<file path="src/sv/circular_fifo_queue_macros.svh">
// ----------------------------------------------------------------------------
// circular_fifo_queue_macros : assertion macros
// Shared concurrent assertion wrappers for the circular FIFO queue.
// ----------------------------------------------------------------------------
`ifndef CIRCULAR_FIFO_QUEUE_MACROS_SVH
`define CIRCULAR_FIFO_QUEUE_MACROS_SVH

// Implication check, clocked on clk, held off while rst_n is low.
`define CFQ_ASSERT(lbl, clk, rst_n, prop, msg) \
  lbl: assert property (@(posedge clk) disable iff (!rst_n) prop) else $error(msg);

// Condition that must never be true.
`define CFQ_ASSERT_NEVER(lbl, clk, rst_n, cond, msg) \
  lbl: assert property (@(posedge clk) disable iff (!rst_n) !(cond)) else $error(msg);

`endif

</file>
<file path="src/sv/cfq_pkg.sv">
// ----------------------------------------------------------------------------
// cfq_pkg : circular FIFO queue package
// Depth, widths, operation and status codes, controller types.
// ----------------------------------------------------------------------------
`default_nettype none

package cfq_pkg;

  localparam int MaxDepth = 16;
  localparam int PtrW     = (MaxDepth > 1) ? $clog2(MaxDepth) : 1;
  localparam int CntW     = $clog2(MaxDepth + 1);
  localparam int CapW     = 5;
  localparam int DataW    = 32;

  localparam logic signed [DataW-1:0] IntMin = {1'b1, {(DataW-1){1'b0}}};

  typedef logic [PtrW-1:0] ptr_t;
  typedef logic [CntW-1:0] cnt_t;

  typedef enum logic [1:0] {
    OpEnq       = 2'd0,
    OpDeq       = 2'd1,
    OpPeekFront = 2'd2,
    OpPeekRear  = 2'd3
  } op_e;

  typedef enum logic [1:0] {
    StOk    = 2'd0,
    StFull  = 2'd1,
    StEmpty = 2'd2
  } status_e;

  typedef enum logic {
    StateIdle,
    StateExec
  } state_e;

  // Controller to datapath commands
  typedef struct packed {
    logic load;  // latch request, launch entry read
    logic exec;  // apply operation, register result
  } cmd_t;

  // Advance a pointer, wrapping at the capacity
  function automatic ptr_t wrap_next(ptr_t idx, cnt_t cap);
    logic [PtrW:0] n;
    n = {1'b0, idx} + {{PtrW{1'b0}}, 1'b1};
    if (CntW'(n) >= cap) begin
      wrap_next = '0;
    end else begin
      wrap_next = n[PtrW-1:0];
    end
  endfunction

endpackage

`default_nettype wire

</file>
<file path="src/sv/cfq_ctrl.sv">
// ----------------------------------------------------------------------------
// cfq_ctrl : circular FIFO queue controller
// Two-state sequencer: accept a request, then execute it.
// ----------------------------------------------------------------------------
`default_nettype none

module cfq_ctrl (
  input  wire logic          clk_i,
  input  wire logic          rst_ni,
  input  wire logic          start_i,
  output cfq_pkg::cmd_t      cmd_o,
  output logic               busy_o,
  output logic               valid_o
);

  cfq_pkg::state_e state_q, state_d;
  logic            done_q;

  always_comb begin
    state_d = state_q;
    unique case (state_q)
      cfq_pkg::StateIdle: begin
        if (start_i) begin
          state_d = cfq_pkg::StateExec;
        end
      end
      cfq_pkg::StateExec: begin
        state_d = cfq_pkg::StateIdle;
      end
      default: begin
        state_d = cfq_pkg::StateIdle;
      end
    endcase
  end

  always_comb begin
    cmd_o  = '0;
    busy_o = 1'b0;
    unique case (state_q)
      cfq_pkg::StateIdle: begin
        cmd_o.load = start_i;
      end
      cfq_pkg::StateExec: begin
        cmd_o.exec = 1'b1;
        busy_o     = 1'b1;
      end
      default: begin
        busy_o = 1'b0;
      end
    endcase
  end

  always_ff @(posedge clk_i or negedge rst_ni) begin
    if (!rst_ni) begin
      state_q <= cfq_pkg::StateIdle;
      done_q  <= 1'b0;
    end else begin
      state_q <= state_d;
      done_q  <= cmd_o.exec;
    end
  end

  assign valid_o = done_q;

endmodule

`default_nettype wire

</file>
<file path="src/sv/cfq_datapath.sv">
// ----------------------------------------------------------------------------
// cfq_datapath : circular FIFO queue datapath
// Entry memory, head/tail pointers, count, capacity and result registers.
// ----------------------------------------------------------------------------
`default_nettype none

module cfq_datapath (
  input  wire logic                              clk_i,
  input  wire logic                              rst_ni,
  input  wire cfq_pkg::cmd_t                     cmd_i,
  input  wire logic [1:0]                        opcode_i,
  input  wire logic signed [cfq_pkg::DataW-1:0]  data_in_i,
  input  wire logic                              cfg_we_i,
  input  wire logic [cfq_pkg::CapW-1:0]          cfg_wdata_i,
  output logic signed [cfq_pkg::DataW-1:0]       value_out_o,
  output logic [1:0]                             status_o,
  output logic [cfq_pkg::CntW-1:0]               occupancy_o,
  output logic                                   full_flag_o,
  output logic                                   empty_flag_o
);

  logic signed [cfq_pkg::DataW-1:0] mem [cfq_pkg::MaxDepth];

  cfq_pkg::ptr_t head_q, head_d, tail_q, tail_d, rd_addr;
  cfq_pkg::cnt_t cnt_q, cnt_d, cap_q, cap_sat;
  cfq_pkg::op_e  op_q;
  logic signed [cfq_pkg::DataW-1:0] data_q, rd_q;

  logic                             wr_en;
  logic signed [cfq_pkg::DataW-1:0] val_d;
  cfq_pkg::status_e                 st_d;
  logic                             is_full, is_empty;

  // Capacity saturates into 1..MaxDepth
  always_comb begin
    if (cfg_wdata_i == '0) begin
      cap_sat = cfq_pkg::CntW'(1);
    end else if (32'(cfg_wdata_i) > cfq_pkg::MaxDepth) begin
      cap_sat = cfq_pkg::CntW'(cfq_pkg::MaxDepth);
    end else begin
      cap_sat = cfq_pkg::CntW'(cfg_wdata_i);
    end
  end

  assign rd_addr = (cfq_pkg::op_e'(opcode_i) == cfq_pkg::OpPeekRear) ? tail_q : head_q;

  assign is_full  = (cnt_q >= cap_q);
  assign is_empty = (cnt_q == '0);

  always_comb begin
    head_d = head_q;
    tail_d = tail_q;
    cnt_d  = cnt_q;
    wr_en  = 1'b0;
    val_d  = cfq_pkg::IntMin;
    st_d   = cfq_pkg::StOk;
    case (op_q)
      cfq_pkg::OpEnq: begin
        if (is_full) begin
          st_d = cfq_pkg::StFull;
        end else begin
          tail_d = cfq_pkg::wrap_next(tail_q, cap_q);
          wr_en  = 1'b1;
          cnt_d  = cnt_q + cfq_pkg::CntW'(1);
          val_d  = data_q;
        end
      end
      cfq_pkg::OpDeq: begin
        if (is_empty) begin
          st_d = cfq_pkg::StEmpty;
        end else begin
          val_d  = rd_q;
          head_d = cfq_pkg::wrap_next(head_q, cap_q);
          cnt_d  = cnt_q - cfq_pkg::CntW'(1);
        end
      end
      default: begin
        // peek front or rear: address picked at accept
        if (is_empty) begin
          st_d = cfq_pkg::StEmpty;
        end else begin
          val_d = rd_q;
        end
      end
    endcase
  end

  // Entry memory: read at accept, write at execute
  always_ff @(posedge clk_i) begin
    if (cmd_i.load) begin
      rd_q <= mem[rd_addr];
    end
    if (cmd_i.exec && wr_en) begin
      mem[tail_d] <= data_q;
    end
  end

  always_ff @(posedge clk_i) begin
    if (cmd_i.load) begin
      op_q   <= cfq_pkg::op_e'(opcode_i);
      data_q <= data_in_i;
    end
    if (cmd_i.exec) begin
      value_out_o  <= val_d;
      status_o     <= st_d;
      occupancy_o  <= cnt_d;
      full_flag_o  <= (cnt_d == cap_q);
      empty_flag_o <= (cnt_d == '0);
    end
  end

  always_ff @(posedge clk_i or negedge rst_ni) begin
    if (!rst_ni) begin
      cap_q  <= cfq_pkg::CntW'(cfq_pkg::MaxDepth);
      head_q <= '0;
      tail_q <= cfq_pkg::PtrW'(cfq_pkg::MaxDepth - 1);
      cnt_q  <= '0;
    end else if (cfg_we_i) begin
      cap_q  <= cap_sat;
      head_q <= '0;
      tail_q <= cfq_pkg::PtrW'(cap_sat - cfq_pkg::CntW'(1));
      cnt_q  <= '0;
    end else if (cmd_i.exec) begin
      head_q <= head_d;
      tail_q <= tail_d;
      cnt_q  <= cnt_d;
    end
  end

endmodule

`default_nettype wire

</file>
<file path="src/sv/circular_fifo_queue.sv">
// ----------------------------------------------------------------------------
// circular_fifo_queue : ring-buffer FIFO of signed 32-bit words
// Enqueue, dequeue, peek front and peek rear, with a writable capacity.
// ----------------------------------------------------------------------------
//
// Channel   Signals                                   Handshake
// request   start_i, opcode_i, data_in_i              taken when start_i && !busy_o
// result    value_out_o, status_o, occupancy_o,       one cycle, valid_o strobe
//           full_flag_o, empty_flag_o
// config    cfg_we_i, cfg_wdata_i                     taken when cfg_we_i
//
// Each request is accepted, then executed: the accept cycle launches the entry read
// (registered memory port), the execute cycle updates pointers and count and
// registers the result. busy_o is high during execute only; valid_o pulses the
// cycle after execute, while a new request may already be accepted.
// Reset (rst_ni low) empties the queue and sets capacity to full depth.
// The result cannot be stalled; it is presented once.
//
`default_nettype none

module circular_fifo_queue (
  input  wire logic                              clk_i,
  input  wire logic                              rst_ni,
  input  wire logic                              start_i,
  output logic                                   busy_o,
  input  wire logic [1:0]                        opcode_i,
  input  wire logic signed [cfq_pkg::DataW-1:0]  data_in_i,
  input  wire logic                              cfg_we_i,
  input  wire logic [cfq_pkg::CapW-1:0]          cfg_wdata_i,
  output logic                                   valid_o,
  output logic signed [cfq_pkg::DataW-1:0]       value_out_o,
  output logic [1:0]                             status_o,
  output logic [cfq_pkg::CntW-1:0]               occupancy_o,
  output logic                                   full_flag_o,
  output logic                                   empty_flag_o
);

  `include "circular_fifo_queue_macros.svh"

  cfq_pkg::cmd_t cmd;

  // Sequencer: accept, then execute
  cfq_ctrl u_ctrl (
    .clk_i   (clk_i),
    .rst_ni  (rst_ni),
    .start_i (start_i),
    .cmd_o   (cmd),
    .busy_o  (busy_o),
    .valid_o (valid_o)
  );

  // Storage, pointers and result registers
  cfq_datapath u_datapath (
    .clk_i        (clk_i),
    .rst_ni       (rst_ni),
    .cmd_i        (cmd),
    .opcode_i     (opcode_i),
    .data_in_i    (data_in_i),
    .cfg_we_i     (cfg_we_i),
    .cfg_wdata_i  (cfg_wdata_i),
    .value_out_o  (value_out_o),
    .status_o     (status_o),
    .occupancy_o  (occupancy_o),
    .full_flag_o  (full_flag_o),
    .empty_flag_o (empty_flag_o)
  );

  // Every accepted request yields its result, strobed on valid_o after execute
  `CFQ_ASSERT(a_req_to_result, clk_i, rst_ni, (start_i && !busy_o) |-> ##2 valid_o, "result missing after request")

  // Execute lasts exactly one cycle
  `CFQ_ASSERT(a_busy_one_cycle, clk_i, rst_ni, busy_o |=> !busy_o, "busy held past execute")

  // Capacity is at least one, so full and empty never coincide
  `CFQ_ASSERT_NEVER(a_full_and_empty, clk_i, rst_ni, valid_o && full_flag_o && empty_flag_o, "full and empty together")

  // Errors always carry the minimum value
  `CFQ_ASSERT(a_err_value, clk_i, rst_ni, (valid_o && (status_o != cfq_pkg::StOk)) |-> (value_out_o == cfq_pkg::IntMin), "error result value wrong")

endmodule

`default_nettype wire
</file>
<file path="config.mk">
export PLATFORM = sky130hd
export DESIGN_NAME = circular_fifo_queue
export DESIGN_NICKNAME = d
export VERILOG_FILES = /design/src/sv/cfq_pkg.sv /design/src/sv/cfq_ctrl.sv /design/src/sv/cfq_datapath.sv /design/src/sv/circular_fifo_queue.sv
export VERILOG_INCLUDE_DIRS = /design/src /design/src/sv
export SDC_FILE = /design/constraint.sdc
export NUM_CORES = 1
export LEC_CHECK = 0
export BUFFER_PORTS_ARGS = -buffer_cell sky130_fd_sc_hd__buf_2
export CELL_PAD_IN_SITES_DETAIL_PLACEMENT = 0
export CELL_PAD_IN_SITES_GLOBAL_PLACEMENT = 1
export CORE_MARGIN = 3
export CORE_UTILIZATION = 30
export DETAILED_ROUTE_END_ITERATION = 16
export PLACE_DENSITY_LB_ADDON = 0.1
export SLEW_MARGIN = 5
export SYNTH_ARGS = -nofsm -noshare
export SYNTH_HDL_FRONTEND = slang
export SYNTH_SLANG_ARGS = --single-unit
</file>
<file path="constraint.sdc">
create_clock -name clk_i -period 13.4 [get_ports clk_i]
set_input_delay 4.02 -clock clk_i [delete_from_list [all_inputs] [get_ports clk_i]]
set_output_delay 4.02 -clock clk_i [all_outputs]
set_load 0.01 [all_outputs]
</file>
==> flow_metrics.env <==
export IMPL_synthTopCellsByArea="edfxtp_1 75%, mux4_2 12%, dfrtp_1 1.5%"
export IMPL_overflow=0
export IMPL_holdWs_ns=0.532
export IMPL_gp_congestion=0.698
export IMPL_synthDistinctLibCells=60
export IMPL_criticalPathCategory="primary input to flip-flop"
export IMPL_finalHoldViolCount=0
export IMPL_syn_nets=1295
export IMPL_min_path_type="flip-flop to flip-flop"
export IMPL_seqCellArea_sq_um=19100
export IMPL_p_sw_mw=1.05
export IMPL_pwr_share_comb=0.071
export IMPL_synth_top_area_cell="edfxtp_1"
export IMPL_avgRoutedWirePerCell_microns=26.2
export IMPL_finClkSkew_ns=0.0202
export IMPL_grt_antenna_before_repair=1
export IMPL_fin_tns_setup_ns=0
export IMPL_worst_setup_path_end_kind="flip-flop"
export IMPL_grt_util_all_layers=0.153
export IMPL_n_fill_cell=7642
export IMPL_drc_errors=0
export IMPL_cts_root_buf="clkbuf_16"
export IMPL_grt_max_degree=129
export IMPL_synth_top_family_by_area="multiplexers"
export IMPL_rsz0062_at_grt="false"
export IMPL_synthSimpleGateAreaFrac=0.0371
export IMPL_muxShareOfSynthArea=0.120
export IMPL_fp_row_count=104
export IMPL_async_flop_share=0.0313
export IMPL_netlist_area_leader_share=0.750
export IMPL_die_w_microns=293
export IMPL_p_int_mw=3.57
export IMPL_port_buffers=85
export IMPL_drtPass1Iterations=4
export IMPL_grt_pass1_vias=13200
export IMPL_max_freq_mhz=146
export IMPL_path_clk_slew_ns=0.06
export IMPL_status="finished, final reports clean"
export IMPL_drt_initial_drc_count=896
export IMPL_min_period_over_period=0.513
export IMPL_synthFlopType="edfxtp_1"
export IMPL_io_pins=86
export IMPL_start_util=0.305
export IMPL_seqPwrFrac=0.496
export IMPL_synth_adder_area_share=0.0106
export IMPL_hold_buffers=0
export IMPL_design_die_area_sq_um=86100
export IMPL_ir_drop_uv=85.3
export IMPL_clk_latency_ns=0.61
export IMPL_cp_max_fo=92
export IMPL_worst_ep_required_time_ns=13.70
export IMPL_yosysMostFrequentCell="edfxtp_1"
export IMPL_start_kind="primary input"
export IMPL_cts_sinks=639
export IMPL_grt_pass1_wl_mm=94.9
export IMPL_yosys_warnings=0
export IMPL_clk_path_buf_depth=3
export IMPL_cts_tree="built"
export IMPL_final_max_slew_viol_count=0
export IMPL_synth_common_cells="619 x edfxtp_1, 128 x mux4_2, 81 x nand2_1, 35 x a211oi_1, 35 x nor2_1"
export IMPL_synthXorXnorAreaFrac=0.00424
export IMPL_area_delta_synth_final_pct=17.4
export IMPL_syn_avg_cell_area_sq_um=20.1
export IMPL_dp_hpwl_mm=31.5
export IMPL_via_per_inst=4.95
export IMPL_p_per_area_nw_per_um2=159
export IMPL_multiInputGateArea_sq_um=5550
export IMPL_synthCells=1231
export IMPL_antenna_left=0
export IMPL_final_setup_viol_count=0
export IMPL_cts_htree_levels=3
export IMPL_yosysSeqAreaShare=0.770
export IMPL_drv_cap=0
export IMPL_drt_total_wl_mm=64.9
export IMPL_cp_arrival_ns=7.16
export IMPL_die_h_microns=293
export IMPL_p_sw_frac=0.226
export IMPL_route_vias_total=12300
export IMPL_antenna_cells=0
export IMPL_relSlewSlack=0.222
export IMPL_synth_area_sq_um=24800
export IMPL_synth_compound_area_share=0.0451
export IMPL_post_cts_buffers=0
export IMPL_leakagePower_nw=9.57
export IMPL_clkPwrFrac=0.432
export IMPL_ys_seq_elements=639
export IMPL_postCtsResizedCells=0
export IMPL_synth_edff_count=619
export IMPL_nNetsFinal=1427
export IMPL_numCtsBuffers=75
export IMPL_drive_above_1_share=0.268
export IMPL_worst_pin_slew_ns=1.17
export IMPL_min_period_ns=6.87
export IMPL_core_area_sq_um=81200
[cells by family (layout without fill, tap and decap cells)]
family                     count (synthesis)  count (layout)
AOI/OAI and AO/OA                        154             154
xor gates and xnor gates                  12              12
DFF                                      639             639
adders and majority gates                 21              21
muxes                                    136             136
and+or+nand+nor                          192             192
buffers and inverters                     77             266
[power groups by stage]
| stage | clock network, mW | registers (mW) | logic (mW) |
|---|---|---|---|
| CTS | 2.06 | 2.29 | 0.341 |
| finish | 2.00 | 2.29 | 0.330 |
| global route | 2.14 | 2.30 | 0.365 |
| detailed placement | 0 | 2.33 | 0.340 |
| floorplan | 0 | 2.33 | 0.210 |
| global placement | 0 | 2.33 | 0.341 |
[cells in the final DEF (no fill, tap or decap), types with 4 or more instances in the layout]
master / instances
a211oi_1: 35
a21o_1: 6
a21oi_1: 15
a22o_1: 31
a31oi_1: 34
and2_1: 34
buf_2: 85
buf_4: 27
bufinv_16: 6
clkbuf_1: 21
clkbuf_16: 78
clkinv_1: 14
clkinv_2: 10
dfrtp_1: 14
dfstp_2: 5
edfxtp_1: 619
ha_1: 21
inv_1: 16
mux2i_4: 4
mux4_2: 128
nand2_1: 81
nand2b_1: 5
nand3_1: 4
nor2_1: 19
nor2_4: 16
nor3_1: 8
o21ai_0: 9
o21ai_1: 4
xnor2_1: 9
[layer usage]
layer,vias to the layer above,part of all wire,GRT usage
li1,5320,-,-
met4,0,0.018,0.0404
met1,6600,0.46,0.214
met5,-,0,0
met3,84,0.039,0.0249
met2,268,0.48,0.249
[state kept, by name, indices dropped and copies added (netlist names)]
register                 cells
u_datapath.head_q            4
u_datapath.full_flag_o       1
u_ctrl.valid_o               1
u_datapath.empty_flag_o      1
u_ctrl.state_q               1
u_datapath.op_q              2
u_datapath.status_o          2
u_datapath.value_out_o      32
u_datapath.cnt_q             5
u_datapath.data_q           32
u_datapath.cap_q             5
u_datapath.rd_q             32
u_datapath.tail_q            4
u_datapath.mem             512
u_datapath.occupancy_o       5
[metrics by stage]
stage	util	setup slack (ns)	cells	area (sq um)	power [mW]
after floorplan	-	5.96	1231	24800	2.54
after global placement	0.329	5.70	2346	26700	2.67
after detailed placement	0.329	5.74	2346	26700	2.67
after CTS	0.358	6.38	2480	29100	4.70
after global routing	0.358	6.16	2480	29100	4.81
final	0.358	6.53	2480	29100	4.62
[critical path, cell delays in order]
cell and delay, ns:
buf_2 0.11, nand2_2 0.24, mux2i_4 0.30, buf_12 0.52, buf_4 0.77, mux4_2 0.58, and2_1 0.17, a211oi_1 0.26
a31oi_1 0.06
[path summary, 6_finish.rpt]
path	startpoint	to	slack (ns)	cells past startpoint
worst max-delay path	opcode_i[0]	u_datapath.rd_q[27]	6.53	9
worst min-delay path	u_datapath.rd_q[4]	u_datapath.value_out_o[4]	0.53	1
worst max register to register	u_datapath.tail_q[0]	u_datapath.mem[14][31]	8.92	9
worst min register to register	u_datapath.rd_q[4]	u_datapath.value_out_o[4]	0.53	1
max in group asynchronous	rst_ni	u_ctrl.state_q	9.65	1
min in group asynchronous	rst_ni	u_datapath.head_q[3]	3.37	1
[area by class of cell]
class / count / area share
flip-flops and latches: 639 / 0.656
multi-input cells: 515 / 0.191
clock buffers: 100 / 0.0703
well taps: 1060 / 0.0456
repair buffers: 114 / 0.0230
clock inverters: 34 / 0.0117
inverters: 18 / 0.00232
(Power assumes the default switching activity.)
